<file path="src/rtl/xcfr_pkg.sv">
// Shared types and constants of the XOR-checked frame receiver.
`default_nettype none

package xcfr_pkg;

	localparam logic [7:0] SYNC_FIRST = 8'hAA;
	localparam logic [7:0] SYNC_SECOND = 8'hBB;
	localparam int REPORTED_PAYLOAD = 5;
	localparam int QUEUE_DEPTH = 2;

	typedef enum logic [2:0] {
		PH_HUNT1,
		PH_HUNT2,
		PH_SERIAL,
		PH_TYPE,
		PH_DATA,
		PH_CHECK
	} phase_t;

	typedef enum logic [1:0] {
		ST_ACCEPT = 2'd0,
		ST_DUPLICATE = 2'd1,
		ST_CHECK_ERR = 2'd2
	} status_t;

	typedef struct packed {
		logic [7:0] rx_byte;
		logic [47:0] source_address;
		logic end_of_packet;
	} item_t;

	typedef struct packed {
		logic [1:0] frame_status;
		logic [7:0] serial_number;
		logic [7:0] frame_type;
		logic [7:0] payload_0;
		logic [7:0] payload_1;
		logic [7:0] payload_2;
		logic [7:0] payload_3;
		logic [7:0] payload_4;
		logic [47:0] sender_address;
	} result_t;

	// A completed frame as the parser hands it to the serial checker.
	typedef struct packed {
		logic check_ok;
		logic [7:0] serial;
		logic [7:0] ftype;
		logic [REPORTED_PAYLOAD-1:0][7:0] payload;
		logic [47:0] address;
	} frame_t;

endpackage

`default_nettype wire

</file>
<file path="src/rtl/xor_checked_frame_receiver_unit.sv">
// Usage: byte-stream receiver for frames of sync pair, serial, type, payload and XOR check.
// The input side is a queue write port: an item (byte, sender address, end-of-packet
// flag) is taken on a clock edge with push high and full low. One byte is taken every
// cycle; full only rises while the parser waits on a check byte and the frame queue
// ahead of the serial checker is full.
// The result side is a queue read port: while empty is low the oldest result sits on
// result, and pop with empty low removes it. Each check byte gives one result.
// A check byte's result passes through the frame queue and then the result buffer before
// it shows on the port; results drain at one per cycle while pop is high. The parser,
// the two-entry frame queue and the two-entry result buffer let each side stall on its own;
// a receiver that stops popping backs up the result buffer, then the frame queue, and only
// then raises full at the next check byte.
// Reset clears the parse state, both queues and the last accepted serial, so the first
// good frame after reset is always accepted. end_of_packet does not affect parsing.
`default_nettype none

module xor_checked_frame_receiver_unit #(
	parameter int PAYLOAD_BYTES = 5
) (
	input wire logic clk,
	input wire logic arst_n,
	input wire logic push,
	output logic full,
	input wire xcfr_pkg::item_t item,
	input wire logic pop,
	output logic empty,
	output xcfr_pkg::result_t result
);
	import xcfr_pkg::*;

	logic take;
	logic at_check;
	logic frame_push;
	frame_t frame_in;
	frame_t frame_out;
	logic q_full;
	logic q_empty;
	logic frame_pop;

	assign full = at_check && q_full;
	assign take = push && !full;

	xcfr_front #(
		.PAYLOAD_BYTES(PAYLOAD_BYTES)
	) u_front (
		.clk(clk),
		.arst_n(arst_n),
		.item(item),
		.take(take),
		.at_check(at_check),
		.frame_push(frame_push),
		.frame(frame_in)
	);

	xcfr_queue u_queue (
		.clk(clk),
		.arst_n(arst_n),
		.wr_en(frame_push),
		.wr_data(frame_in),
		.rd_en(frame_pop),
		.rd_data(frame_out),
		.q_full(q_full),
		.q_empty(q_empty)
	);

	xcfr_back u_back (
		.clk(clk),
		.arst_n(arst_n),
		.frame(frame_out),
		.frame_valid(!q_empty),
		.frame_pop(frame_pop),
		.pop(pop),
		.empty(empty),
		.result(result)
	);

endmodule

`default_nettype wire

</file>
<file path="src/rtl/xcfr_front.sv">
// Byte parser: sync hunt, field capture and running XOR check.
`default_nettype none

module xcfr_front #(
	parameter int PAYLOAD_BYTES = 5
) (
	input wire logic clk,
	input wire logic arst_n,
	input wire xcfr_pkg::item_t item,
	input wire logic take,
	output logic at_check,
	output logic frame_push,
	output xcfr_pkg::frame_t frame
);
	import xcfr_pkg::*;

	localparam int CNT_W = $clog2(PAYLOAD_BYTES + 1);

	phase_t phase_q;
	phase_t phase_d;
	logic [7:0] run_q;
	logic [7:0] serial_q;
	logic [7:0] ftype_q;
	logic [CNT_W-1:0] cnt_q;
	logic [CNT_W-1:0] cnt_inc;
	logic [REPORTED_PAYLOAD-1:0][7:0] payload;
	logic is_aa;
	logic is_bb;
	logic check_ok;
	logic last_data;

	assign is_aa = (item.rx_byte == SYNC_FIRST);
	assign is_bb = (item.rx_byte == SYNC_SECOND);
	assign check_ok = (run_q == item.rx_byte);
	assign cnt_inc = cnt_q + CNT_W'(1);
	assign last_data = (cnt_inc >= CNT_W'(PAYLOAD_BYTES));

	always_comb begin
		phase_d = phase_q;
		if (take) begin
			unique case (phase_q)
				PH_HUNT1: phase_d = is_aa ? PH_HUNT2 : PH_HUNT1;
				PH_HUNT2: begin
					if (is_bb) begin
						phase_d = PH_SERIAL;
					end else begin
						phase_d = is_aa ? PH_HUNT2 : PH_HUNT1;
					end
				end
				PH_SERIAL: phase_d = PH_TYPE;
				PH_TYPE: phase_d = PH_DATA;
				PH_DATA: phase_d = last_data ? PH_CHECK : PH_DATA;
				PH_CHECK: begin
					// A bad check byte may itself open the next frame.
					if (!check_ok && is_aa) begin
						phase_d = PH_HUNT2;
					end else begin
						phase_d = PH_HUNT1;
					end
				end
				default: phase_d = PH_HUNT1;
			endcase
		end
	end

	always_comb begin
		at_check = (phase_q == PH_CHECK);
		frame_push = take && (phase_q == PH_CHECK);
		frame.check_ok = check_ok;
		frame.serial = serial_q;
		frame.ftype = ftype_q;
		frame.payload = payload;
		frame.address = item.source_address;
	end

	always_ff @(posedge clk or negedge arst_n) begin
		if (!arst_n) begin
			phase_q <= PH_HUNT1;
			run_q <= '0;
			serial_q <= '0;
			ftype_q <= '0;
			cnt_q <= '0;
		end else begin
			phase_q <= phase_d;
			if (take) begin
				unique case (phase_q)
					PH_HUNT2: begin
						if (is_bb) begin
							run_q <= run_q ^ item.rx_byte;
						end else if (is_aa) begin
							run_q <= item.rx_byte;
						end
					end
					PH_SERIAL: begin
						run_q <= run_q ^ item.rx_byte;
						serial_q <= item.rx_byte;
					end
					PH_TYPE: begin
						run_q <= run_q ^ item.rx_byte;
						ftype_q <= item.rx_byte;
						cnt_q <= '0;
					end
					PH_DATA: begin
						run_q <= run_q ^ item.rx_byte;
						cnt_q <= cnt_inc;
					end
					PH_CHECK: begin
						if (!check_ok && is_aa) begin
							run_q <= item.rx_byte;
						end
					end
					default: begin
						if (is_aa) begin
							run_q <= item.rx_byte;
						end
					end
				endcase
			end
		end
	end

	// Only the reported payload bytes are kept; the rest enter the check alone.
	for (genvar k = 0; k < REPORTED_PAYLOAD; k++) begin : g_pay
		if (k < PAYLOAD_BYTES) begin : g_store
			logic [7:0] byte_q;
			always_ff @(posedge clk) begin
				if (take && (phase_q == PH_DATA) && (cnt_q == CNT_W'(k))) begin
					byte_q <= item.rx_byte;
				end
			end
			assign payload[k] = byte_q;
		end else begin : g_zero
			assign payload[k] = '0;
		end
	end

endmodule

`default_nettype wire

</file>
<file path="src/rtl/xcfr_queue.sv">
// Short queue of completed frames between the parser and the serial checker.
`default_nettype none

module xcfr_queue (
	input wire logic clk,
	input wire logic arst_n,
	input wire logic wr_en,
	input wire xcfr_pkg::frame_t wr_data,
	input wire logic rd_en,
	output xcfr_pkg::frame_t rd_data,
	output logic q_full,
	output logic q_empty
);
	import xcfr_pkg::*;

	localparam int PTR_W = (QUEUE_DEPTH > 1) ? $clog2(QUEUE_DEPTH) : 1;
	localparam int CNT_W = $clog2(QUEUE_DEPTH + 1);

	frame_t mem_q [QUEUE_DEPTH];
	logic [PTR_W-1:0] wr_ptr_q;
	logic [PTR_W-1:0] rd_ptr_q;
	logic [CNT_W-1:0] cnt_q;
	logic do_wr;
	logic do_rd;

	assign q_full = (cnt_q == CNT_W'(QUEUE_DEPTH));
	assign q_empty = (cnt_q == '0);
	assign do_wr = wr_en && !q_full;
	assign do_rd = rd_en && !q_empty;
	assign rd_data = mem_q[rd_ptr_q];

	always_ff @(posedge clk) begin
		if (do_wr) begin
			mem_q[wr_ptr_q] <= wr_data;
		end
	end

	always_ff @(posedge clk or negedge arst_n) begin
		if (!arst_n) begin
			wr_ptr_q <= '0;
			rd_ptr_q <= '0;
			cnt_q <= '0;
		end else begin
			if (do_wr) begin
				wr_ptr_q <= (wr_ptr_q == PTR_W'(QUEUE_DEPTH - 1)) ? '0 : wr_ptr_q + PTR_W'(1);
			end
			if (do_rd) begin
				rd_ptr_q <= (rd_ptr_q == PTR_W'(QUEUE_DEPTH - 1)) ? '0 : rd_ptr_q + PTR_W'(1);
			end
			if (do_wr && !do_rd) begin
				cnt_q <= cnt_q + CNT_W'(1);
			end else if (do_rd && !do_wr) begin
				cnt_q <= cnt_q - CNT_W'(1);
			end
		end
	end

endmodule

`default_nettype wire

</file>
<file path="src/rtl/xcfr_back.sv">
// Serial checker: duplicate filtering, status coding and the result buffer.
`default_nettype none

module xcfr_back (
	input wire logic clk,
	input wire logic arst_n,
	input wire xcfr_pkg::frame_t frame,
	input wire logic frame_valid,
	output logic frame_pop,
	input wire logic pop,
	output logic empty,
	output xcfr_pkg::result_t result
);
	import xcfr_pkg::*;

	localparam int PTR_W = (QUEUE_DEPTH > 1) ? $clog2(QUEUE_DEPTH) : 1;
	localparam int CNT_W = $clog2(QUEUE_DEPTH + 1);

	logic [7:0] prev_serial_q;
	logic prev_valid_q;
	result_t buf_q [QUEUE_DEPTH];
	logic [PTR_W-1:0] wr_ptr_q;
	logic [PTR_W-1:0] rd_ptr_q;
	logic [CNT_W-1:0] cnt_q;
	logic buf_full;
	logic do_rd;
	status_t status;
	result_t res_d;

	assign buf_full = (cnt_q == CNT_W'(QUEUE_DEPTH));
	assign empty = (cnt_q == '0);
	assign frame_pop = frame_valid && !buf_full;
	assign do_rd = pop && !empty;
	assign result = buf_q[rd_ptr_q];

	always_comb begin
		priority if (!frame.check_ok) begin
			status = ST_CHECK_ERR;
		end else if (!prev_valid_q || (frame.serial != prev_serial_q)) begin
			status = ST_ACCEPT;
		end else begin
			status = ST_DUPLICATE;
		end
		res_d.frame_status = status;
		res_d.serial_number = frame.serial;
		res_d.frame_type = frame.ftype;
		res_d.payload_0 = frame.payload[0];
		res_d.payload_1 = frame.payload[1];
		res_d.payload_2 = frame.payload[2];
		res_d.payload_3 = frame.payload[3];
		res_d.payload_4 = frame.payload[4];
		res_d.sender_address = frame.address;
	end

	always_ff @(posedge clk) begin
		if (frame_pop) begin
			buf_q[wr_ptr_q] <= res_d;
		end
	end

	always_ff @(posedge clk or negedge arst_n) begin
		if (!arst_n) begin
			prev_serial_q <= '0;
			prev_valid_q <= 1'b0;
			wr_ptr_q <= '0;
			rd_ptr_q <= '0;
			cnt_q <= '0;
		end else begin
			if (frame_pop && (status == ST_ACCEPT)) begin
				prev_serial_q <= frame.serial;
				prev_valid_q <= 1'b1;
			end
			if (frame_pop) begin
				wr_ptr_q <= (wr_ptr_q == PTR_W'(QUEUE_DEPTH - 1)) ? '0 : wr_ptr_q + PTR_W'(1);
			end
			if (do_rd) begin
				rd_ptr_q <= (rd_ptr_q == PTR_W'(QUEUE_DEPTH - 1)) ? '0 : rd_ptr_q + PTR_W'(1);
			end
			if (frame_pop && !do_rd) begin
				cnt_q <= cnt_q + CNT_W'(1);
			end else if (do_rd && !frame_pop) begin
				cnt_q <= cnt_q - CNT_W'(1);
			end
		end
	end

endmodule

`default_nettype wire
</file>
<file path="config.mk">
export PLATFORM = sky130hd
export DESIGN_NAME = xor_checked_frame_receiver_unit
export DESIGN_NICKNAME = d
export VERILOG_FILES = /design/src/rtl/xcfr_pkg.sv /design/src/rtl/xor_checked_frame_receiver_unit.sv /design/src/rtl/xcfr_front.sv /design/src/rtl/xcfr_queue.sv /design/src/rtl/xcfr_back.sv
export SDC_FILE = /design/constraint.sdc
export NUM_CORES = 1
export LEC_CHECK = 0
export ABC_AREA = 1
export BUFFER_PORTS_ARGS = -buffer_cell sky130_fd_sc_hd__buf_2
export CAP_MARGIN = 20
export CELL_PAD_IN_SITES_DETAIL_PLACEMENT = 1
export CELL_PAD_IN_SITES_GLOBAL_PLACEMENT = 2
export CORE_ASPECT_RATIO = 1.75
export CORE_UTILIZATION = 41
export CTS_CLUSTER_SIZE = 20
export DETAILED_ROUTE_END_ITERATION = 6
export HOLD_SLACK_MARGIN = 0.12
export MAX_ROUTING_LAYER = met4
export PLACE_DENSITY_LB_ADDON = 0.05
export SLEW_MARGIN = 10
export SYNTH_ARGS = -nofsm -noshare
export SYNTH_HDL_FRONTEND = slang
export SYNTH_SLANG_ARGS = --single-unit
export TNS_END_PERCENT = 5
</file>
<file path="constraint.sdc">
create_clock -name clk -period 7.9 [get_ports clk]
set_clock_uncertainty 0.1 [all_clocks]
set_input_delay 0.395 -clock clk [delete_from_list [all_inputs] [get_ports clk]]
set_output_delay 0.395 -clock clk [all_outputs]
set_load 0.01 [all_outputs]
</file>
==> results.cfg, run 1 <==
[power]
p_seq_frac = 0.465
ir_drop_v = 0.000229
power_frac_clock = 0.243
p_leak_nw = 9.35
internal_power_mw = 5.93
pwr_density_cell_mw_per_mm2 = 400
combPwrFrac = 0.292
switchingPower_mw = 3.15
switching_share = 0.347

[routing]
vias = 11600
drc_errors = 18
drt-initial-drc-count = 552
drtPass1Iterations = 6
wirelength_um = 45900
viasPerCell = 4.92
postRouteAntennaNets = 0
wl_per_cell_um = 19.4

[floorplan]
die_w_um = 166
rows = 104
die_h_um = 289
design.portCount = 169
coreArea_mm2 = 0.0462
dieArea_mm2 = 0.0479
start_util = 0.417

[clocking]
root_buffer = clkbuf_16
worstSkewPairLatency_ns = 0.56
cts.sinks = 509
holdBufCountCts = 50
cts_buffer_depth = 3
post_cts_buffers = 0
cts_buffers = 46
htreeDepth = 2
clkTransAtPathRegs_ns = 0.07
cts_resized = 0
cts_tree = yes

[placement]
dp_hpwl_um = 27300
gp_congestion = 0.839
place_area_mm2 = 0.0208
port_buffers = 167

[setup_path]
crit_buf_inv = 3
r2r-end = u_back.prev_serial_q[0]
worst-r2r-setup-slack_ns = 4.48
crit_type = reg2out
critPathTopFamily = buffers and inverters
reg2reg_depth = 11
timing.rr.start = u_queue.rd_ptr_q
cp_slowest_stage_delay_ns = 0.76
crit_chain = inv_4 -> buf_4 -> nand2_1 -> nand2_1 -> buf_2
crit_path_max_fanout = 66
critPathCapture = result[57]
worstSetupEndpointType = output port
crit_start = u_back.rd_ptr_q
critical_path_cell_count = 5
crit_slowest_cell = buf_4
required_ns = 7.40
cp.arrival_ns = 3.04
crit_top_cell = nand2_1
start_kind = register

[timing]
fin_crit_ns = 3.53
post-route-period-util = 0.447
slew_violations = 0
rsz0062_at_grt = no
final_hold_viol_count = 0
fmax_mhz = 283
setup_viol = 0
tns_ns = 0
slew_headroom = 0.336
worst_pin_slew_ns = 0.992

[finish]
design_area_mm2 = 0.0227
final_nets = 1815
final_layout_size_suffix_gt1_frac = 0.148
final_util = 0.492
syn2layout_area_growth_pct = 18.0
n_antenna_cell = 0

[logic_synthesis]
syn_nets = 1588
synth_commonest_cells = nand2_1, edfxtp_1, inv_1, dfrtp_1, nor2_1
synth_top_area_share = 0.720
yosysWarningCount = 0
synth_edf_count = 462
netlist_instances = 1520
syn_area_mm2 = 0.0193
yosys_register_bits = 509
synth_most_common_cell = nand2_1
synth_flop_cell = edfxtp_1
ys_seq_area_frac = 0.781
async_flop_share = 0.0923
yosysUniqueCellTypes = 34
yosysTopAreaCell = edfxtp_1
synth.area.top_cells = edfxtp_1, nand2_1, dfrtp_1
avgSynthCellArea_um2 = 12.7

[status]
violations = design-rule violations
status = complete, but fails checks

[grt]
grt_first_pass_wirelength_um = 71300
grtUsageTotal = 0.202
grtUsageMet2 = 0.390
antenna_found_initial = 0
grtUsageMet3 = 0.0245
top_usage_layer = met2
grt_max_degree = 106
grt_pass1_vias = 12700
use_met1 = 0.212
grt-ovfl-total = 0

[worst_hold_path]
hold_class = in2reg

[flow_run]
cap_violations = 0
[flip-flops by register name, indices dropped and copies added (netlist names), 2 cells and up]
register	flops
u_front.phase_q	3
u_front.run_q	8
u_front.g_pay.g_store.byte_q	40
u_queue.cnt_q	2
u_back.cnt_q	2
u_back.prev_serial_q	8
u_front.serial_q	8
u_queue.mem_q	210
u_back.buf_q	212
u_front.cnt_q	3
u_front.ftype_q	8
[power groups by stage]
stage	logic, mW	clock network, mW	registers [mW]
floorplan	1.66	0	4.21
global placement	2.64	0	4.25
detailed placement	2.72	0	4.29
CTS	2.74	2.27	4.24
global route	3.00	2.36	4.30
finish	2.65	2.21	4.22
[kinds of logic after synthesis]
| group | synth area share |
|---|---|
| AO/OA/AOI/OAI | 0.0109 |
| flip-flops | 0.781 |
| buffers and inverters | 0.0223 |
| XOR/XNOR | 0.00818 |
| adder cells (fa/ha/maj) | 0.00455 |
| AND/OR/NAND/NOR | 0.173 |
| multiplexers | 0.000520 |
[worst register-to-register path, cell delays in order, from the launching register on]
cell	delay, ns
dfrtp_4	0.87
buf_4	0.73
inv_4	0.39
nand2_1	0.16
nand2_1	0.17
a21oi_1	0.18
nand2_1	0.07
nor2_1	0.18
nand3_4	0.19
nand2_4	0.18
nand2_1	0.07
nand2_1	0.06
[placed cells by master, fill, tap and decap left out, types with 9 or more instances in the layout]
cell type / instances
inv_1: 49
xor2_1: 9
o21ai_0: 21
nand2_1: 749
dfrtp_1: 45
clkbuf_1: 12
nand3_1: 30
xnor2_1: 9
edfxtp_1: 462
clkinv_1: 11
buf_4: 11
clkbuf_16: 47
dlygate4sd3_1: 50
buf_2: 167
nor3_1: 10
nor2_1: 30
[worst min path at each step]
stage / start / to / slack [ns] / depth (start not counted)
after detailed placement: u_front.g_pay[2].g_store.byte_q[6] / u_queue.mem_q[0][70] / 0.33 / 0
after CTS: item[50] / u_front.g_pay[2].g_store.byte_q[1] / 0.12 / 1
after global placement: u_front.g_pay[1].g_store.byte_q[7] / u_queue.mem_q[0][63] / 0.32 / 0
after floorplan: arst_n / u_back.cnt_q[0] / -0.0006 / 0
after global routing: item[50] / u_front.g_pay[2].g_store.byte_q[1] / 0.12 / 1
final: item[50] / u_front.g_pay[4].g_store.byte_q[1] / 0.14 / 1
[per-layer routing]
layer,vias up,share of wire
met5,-,0
met4,0,0.028
met3,73,0.034
met2,184,0.56
met1,5815,0.38
li1,5548,-
[metrics by stage]
stage	hold WS, ns	total power, mW	setup slack [ns]	instances
final	0.138	9.08	4.37	2364
after floorplan	-0.000591	5.86	1.62	1520
after global routing	0.122	9.66	4.13	2364
after global placement	0.321	6.89	4.42	2232
after detailed placement	0.331	7.00	4.37	2232
after CTS	0.121	9.25	4.24	2364
[area by class of cell]
| cell class | count | area (um^2) |
|---|---|---|
| Tap cell | 583 | 729 |
| Clock buffer | 59 | 1220 |
| Timing Repair Buffer | 230 | 1460 |
| Inverter | 53 | 206 |
| Sequential cell | 509 | 15100 |
| Clock inverter | 23 | 235 |
| Multi-Input combinational cell | 907 | 3820 |
| Fill cell | 4804 | 23500 |
Note: power is estimated with default switching activity, not from simulation.
==> inputs of run 2 (changes only) <==
--- a/config.mk
+++ b/config.mk
@@ -5,7 +5,7 @@
 export SDC_FILE = /design/constraint.sdc
 export NUM_CORES = 1
 export LEC_CHECK = 0
-export ABC_AREA = 1
+export ABC_AREA = 0
 export BUFFER_PORTS_ARGS = -buffer_cell sky130_fd_sc_hd__buf_2
 export CAP_MARGIN = 20
 export CELL_PAD_IN_SITES_DETAIL_PLACEMENT = 1
==> constraint.sdc (replaced) <==
create_clock -name clk -period 3.1 [get_ports clk]
set_clock_uncertainty 0.1 [all_clocks]
set_input_delay 0.155 -clock clk [delete_from_list [all_inputs] [get_ports clk]]
set_output_delay 0.155 -clock clk [all_outputs]
set_load 0.01 [all_outputs]
==> run 2 against run 1 <==
Against the previous run:
- the flow now finishes without violations
- global-route usage down 3.0 points
- clock-buffer cell count increased by 6
- sequential share of layout area down 0.36 points
- largest cell class unchanged
- largest power group unchanged
- power grew 150%
- utilization rose by 0.69 points
- design area increased by 0.54%
- die area decreased by 1.5%
- setup slack worse by 3.7 ns
- sequential power up 150%
- non-clock buffer count rose by 16
==> results.cfg, run 2 <==
[timing]
slew_headroom = 0.457
slew_violations = 0
tns_ns = 0
hold-worst-slack_ns = 0.235
worst_pin_slew_ns = 0.814
post-route-period-util = 0.797
final_hold_viol_count = 0
fmax_mhz = 405
fin_crit_ns = 2.47
setup_viol = 0
rsz0062_at_grt = no

[clocking]
worstSkewPairLatency_ns = 0.56
clkTransAtPathRegs_ns = 0.08
cts_resized = 0
root_buffer = clkbuf_16
cts_buffer_depth = 3
cts_buffers = 46
htreeDepth = 2
cts_tree = yes
post_cts_buffers = 0
cts.sinks = 509

[logic_synthesis]
synth_top_area_share = 0.731
async_flop_share = 0.0923
synth_flop_cell = edfxtp_1
yosysTopAreaCell = edfxtp_1
synth_most_common_cell = edfxtp_1
synth.area.top_cells = edfxtp_1, mux2_2, dfrtp_1
synth_edf_count = 462
ys_seq_area_frac = 0.793
syn_area_mm2 = 0.0190
yosysWarningCount = 0
netlist_instances = 948
yosys_register_bits = 509
yosysUniqueCellTypes = 50
syn_nets = 1016
avgSynthCellArea_um2 = 20.0
synth_commonest_cells = edfxtp_1, mux2_2, dfrtp_1, clkbuf_1, nor2_1

[placement]
dp_hpwl_um = 23200
gp_congestion = 0.806
dp.cells = 1683
port_buffers = 167

[setup_path]
required_ns = 2.84
critPathTopFamily = flip-flops
crit_slowest_cell = dfrtp_4
crit_type = reg2out
cp_slowest_stage_delay_ns = 0.72
worstSetupEndpointType = output port
cp.arrival_ns = 2.22
start_kind = register
crit_chain = buf_4 -> mux2_2 -> buf_2
crit_path_max_fanout = 24
crit_buf_inv = 2

[finish]
final_layout_size_suffix_gt1_frac = 0.400
final_nets = 1277
n_fill_cell = 4265
finalNonFillerCells = 1829
final_cell_mix = edfxtp_1, mux2_2, buf_2
top_register = u_back.buf_q
seq_area_mm2 = 0.0151
final_util = 0.499
largest_reg_flops = 212
n_antenna_cell = 0
multiInputGateArea_mm2 = 0.00376
reg.largest.list = u_back.buf_q x212, u_queue.mem_q x210, u_front.g_pay.g_store.byte_q x40
mostFrequentLayoutCell = edfxtp_1
syn2layout_area_growth_pct = 20.4

[status]
status = finished, final reports clean

[floorplan]
design.portCount = 169
rows = 104
start_util = 0.414
die_w_um = 165
die_h_um = 287
coreArea_mm2 = 0.0458
dieArea_mm2 = 0.0472

[routing]
viasPerCell = 5.00
postRouteAntennaNets = 0
wirelength_um = 39000
wl_per_cell_um = 21.3
drc_errors = 0
vias = 9144
drtPass1Iterations = 4
drt-initial-drc-count = 437

[grt]
antenna_found_initial = 0
grt_pass1_vias = 10200
grt_max_degree = 97
grtUsageTotal = 0.172
grt_first_pass_wirelength_um = 58300
grt-ovfl-total = 0

[power]
power_mw = 22.7
pwr_density_cell_mw_per_mm2 = 993
p_seq_frac = 0.460
switchingPower_mw = 6.68
p_leak_nw = 7.98
power_frac_clock = 0.256
combPwrFrac = 0.284
ir_drop_v = 0.000529
switching_share = 0.294
internal_power_mw = 16.0

[flow_run]
cap_violations = 0

[worst_hold_path]
hold_class = in2reg
-- run 2: changes by cell type after synthesis, sizes merged, moves of 18 or more --
cell	delta
nand3	-22
o21ai	-19
mux2	+234
inv	-37
nand2	-744
nor2	-18
-- run 2: final timing paths --
| kind | startpoint | end | slack [ns] | cells past startpoint |
|---|---|---|---|---|
| max | u_back.rd_ptr_q | result[103] | 0.63 | 3 |
| min | item[16] | u_queue.mem_q[1][15] | 0.24 | 2 |
| max reg2reg | u_back.cnt_q[1] | u_back.buf_q[1][41] | 0.71 | 5 |
| min reg2reg | u_front.g_pay[0].g_store.byte_q[4] | u_queue.mem_q[0][52] | 0.34 | 0 |
| max in group asynchronous | arst_n | u_front.ftype_q[7] | 1.89 | 4 |
| min in group asynchronous | arst_n | u_front.cnt_q[0] | 0.43 | 3 |
-- run 2: worst register-to-register path, stage by stage, from the launching register on --
cell	delay, ns
dfrtp_1	0.39
inv_1	0.09
o22ai_1	0.24
inv_1	0.16
and2_4	0.67
buf_4	0.42
-- run 2: cells by family (layout without fill, tap and decap cells) --
family,count (synthesis),in the layout,share of synthesized area
muxes,235,235,0.140
adders and majority gates,7,7,0.00461
DFF,509,509,0.793
and+or+nand+nor,82,82,0.0245
buffers and inverters,49,347,0.0106
xor gates and xnor gates,28,28,0.0129
AOI/OAI and AO/OA,38,38,0.0148
-- run 2: area by class of cell --
cell class                 instances  share of cell area
sequential                       509               0.659
multi-input combinational        390               0.165
timing repair buffer             246              0.0746
clock buffer                      65              0.0563
tap                              583              0.0319
clock inverter                    20              0.0111
inverter                          16             0.00263
-- run 2: through the flow --
| step | cell area [um^2] | worst slack (ns) |
|---|---|---|
| floorplan | 19000 | -0.854 |
| global placement | 20700 | 0.640 |
| detailed placement | 20700 | 0.650 |
| CTS | 22900 | 0.551 |
| global route | 22900 | 0.488 |
| finish | 22900 | 0.628 |
-- run 2: layer usage --
metal	GRT usage	vias up	routed length (um)
li1	-	4208	-
met5	-	-	0
met2	0.322	173	21900
met1	0.184	4699	14700
met4	0.0534	0	960
met3	0.0208	64	1360
-- run 2: power groups by stage --
| stage | clock [mW] | sequential (mW) | combinational (mW) |
|---|---|---|---|
| global route | 6.20 | 10.7 | 7.04 |
| finish | 5.81 | 10.4 | 6.45 |
| floorplan | 0 | 10.4 | 4.26 |
| detailed placement | 0 | 10.6 | 6.59 |
| global placement | 0 | 10.5 | 6.53 |
| CTS | 6.00 | 10.5 | 6.69 |
-- run 2: timing repair --
item | 4_1_cts | 5_1_grt
endpoints found under the hold margin | 191 | 0
setup endpoints to repair | 0 | 0
hold buffers | 61 | 0
==> inputs of run 3 (changes only) <==
--- a/config.mk
+++ b/config.mk
@@ -11,7 +11,7 @@
 export CELL_PAD_IN_SITES_DETAIL_PLACEMENT = 1
 export CELL_PAD_IN_SITES_GLOBAL_PLACEMENT = 2
 export CORE_ASPECT_RATIO = 1.75
-export CORE_UTILIZATION = 41
+export CORE_UTILIZATION = 45
 export CTS_CLUSTER_SIZE = 20
 export DETAILED_ROUTE_END_ITERATION = 6
 export HOLD_SLACK_MARGIN = 0.12
==> constraint.sdc (replaced) <==
create_clock -name clk -period 2.5 [get_ports clk]
set_clock_uncertainty 0.1 [all_clocks]
set_input_delay 0.125 -clock clk [delete_from_list [all_inputs] [get_ports clk]]
set_output_delay 0.125 -clock clk [all_outputs]
set_load 0.01 [all_outputs]
==> run 3 against run 2 <==
Against the previous run:
- global-route usage grew 1.6 points
- sequential share of layout area about the same
- non-clock buffer count grew 13
- clock power increased by 12%
- critical endpoint is now result[10]
- hold slack worse by 0.023 ns
- sequential power increased by 24%
- largest cell class unchanged
- clock-buffer cell count is 11 lower
==> results.cfg, run 3 (synthesized netlist as in run 2, its figures left out) <==
[setup_path]
start_kind = register
cp.arrival_ns = 2.13
crit_slowest_cell = dfrtp_4
crit_chain = buf_4 -> mux2_2 -> buf_2
crit_path_max_fanout = 20
timing.rr.start = u_queue.rd_ptr_q
worst-r2r-setup-slack_ns = 0.28
worstSetupEndpointType = output port
crit_type = reg2out
required_ns = 2.28
cp_slowest_stage_delay_ns = 0.65
r2r-end = u_back.prev_serial_q[5]
reg2reg_depth = 5

[grt]
antenna_found_initial = 0
grt_max_degree = 107
grt_first_pass_wirelength_um = 58200
grt_pass1_vias = 10300
grt-ovfl-total = 0
grtUsageTotal = 0.188

[timing]
setup_viol = 0
fin_ws_ns = 0.143
slew_violations = 0
slew_headroom = 0.548
fmax_mhz = 424
post-route-period-util = 0.943
hold-worst-slack_ns = 0.212
fin_crit_ns = 2.36
rsz0062_at_grt = no
final_hold_viol_count = 0
worst_pin_slew_ns = 0.677

[finish]
multiInputGateArea_mm2 = 0.00377
n_fill_cell = 3805
n_antenna_cell = 0
final_layout_size_suffix_gt1_frac = 0.406
syn2layout_area_growth_pct = 20.4
reg.largest.list = u_back.buf_q x212, u_queue.mem_q x210, u_front.g_pay.g_store.byte_q x40
mostFrequentLayoutCell = edfxtp_1
largest_reg_flops = 212
finalNonFillerCells = 1808
seq_area_mm2 = 0.0151
final_cell_mix = edfxtp_1, mux2_2, buf_2
final_nets = 1289
top_register = u_back.buf_q

[clocking]
cts_buffer_depth = 3
worstSkewPairLatency_ns = 0.55
post_cts_buffers = 0
root_buffer = clkbuf_16
htreeDepth = 2
cts_tree = yes
clkTransAtPathRegs_ns = 0.06
cts_buffers = 45
cts.sinks = 509

[worst_hold_path]
min_path_cells = 2
min_to = u_queue.mem_q[1][14]
min-delay-start = item[15]
hold_class = in2reg

[placement]
dpl_worst_slack_ns = 0.242
dp.cells = 1666
port_buffers = 167
gp_congestion = 0.780
dp_hpwl_um = 23400

[status]
status = finished, final reports clean

[floorplan]
coreArea_mm2 = 0.0416
start_util = 0.456
die_w_um = 157
die_h_um = 274
dieArea_mm2 = 0.0430
design.portCount = 169
rows = 99

[routing]
vias = 9146
wl_per_cell_um = 21.2
viasPerCell = 5.06
postRouteAntennaNets = 0
drc_errors = 0
drtPass1Iterations = 4
drt-initial-drc-count = 312
wirelength_um = 38300

[power]
pwr_density_cell_mw_per_mm2 = 1210
p_leak_nw = 8.00
ir_drop_v = 0.000822

[flow_run]
cap_violations = 0
==> run 3: cell types whose count changed in the layout (fill, tap and decap cells not counted), moves of 3 or more <==
cell,delta
buf_4,+4
bufinv_16,-4
buf_12,+6
clkinv_1,+4
clkinv_2,+3
clkbuf_1,-9
==> run 3: what timing repair did <==
action                    4_1_cts  5_1_grt
gates resized for setup         0        0
hold buffers                   62        0
hold endpoints to repair      213        0
==> run 3: routing by layer <==
| layer | track usage | routed length [um] | share of wire | vias to the layer above |
|---|---|---|---|---|
| met5 | - | 0 | 0 | - |
| met4 | 0.0526 | 788 | 0.021 | 0 |
| met3 | 0.0274 | 1350 | 0.035 | 54 |
| met2 | 0.351 | 21600 | 0.56 | 153 |
| met1 | 0.204 | 14600 | 0.38 | 4719 |
| li1 | - | - | - | 4220 |
==> run 3: layout make-up <==
type,count,area share
sequential,509,0.659
multi-input combinational,390,0.165
timing repair buffer,259,0.0827
clock buffer,54,0.0526
tap,555,0.0304
clock inverter,25,0.00772
inverter,16,0.00263
==> run 3: metrics by stage <==
stage          instance area, um^2  TNS, ns  total power, mW  utilization
4_1_cts                      22800        0             28.2        0.549
6_report                     22900        0             27.7        0.549
5_1_grt                      22900        0             29.1        0.549
2_1_floorplan                19000  -191.61             18.1            -
3_5_place_dp                 20800        0             21.5        0.501
3_3_place_gp                 20800        0             21.3        0.501
==> run 3: worst max path at each step <==
stage / slack (ns) / cells after the start / startpoint / to
2_1_floorplan: -1.22 / 3 / u_queue.cnt_q[0] / u_queue.mem_q[0][0]
5_1_grt: 0.05 / 5 / u_front.phase_q[2] / u_front.g_pay[1].g_store.byte_q[7]
6_report: 0.14 / 3 / u_back.rd_ptr_q / result[10]
4_1_cts: 0.06 / 3 / u_back.rd_ptr_q / result[10]
3_5_place_dp: 0.24 / 5 / u_queue.rd_ptr_q / u_back.prev_serial_q[5]
3_3_place_gp: 0.29 / 5 / u_queue.rd_ptr_q / u_back.prev_serial_q[6]
==> run 3: power breakdown <==
group / total, mW / internal, mW / switching, mW
registers: 12.9 / 12.1 / 0.842
clock network: 6.53 / 3.63 / 2.90
logic: 8.20 / 3.71 / 4.49
==> run 3: critical path, delay by kind of cell (launching register included) <==
| kind | cells | cell delay, ns |
|---|---|---|
| flops | 1 | 0.65 |
| mux | 1 | 0.40 |
| buf+inv | 2 | 0.52 |
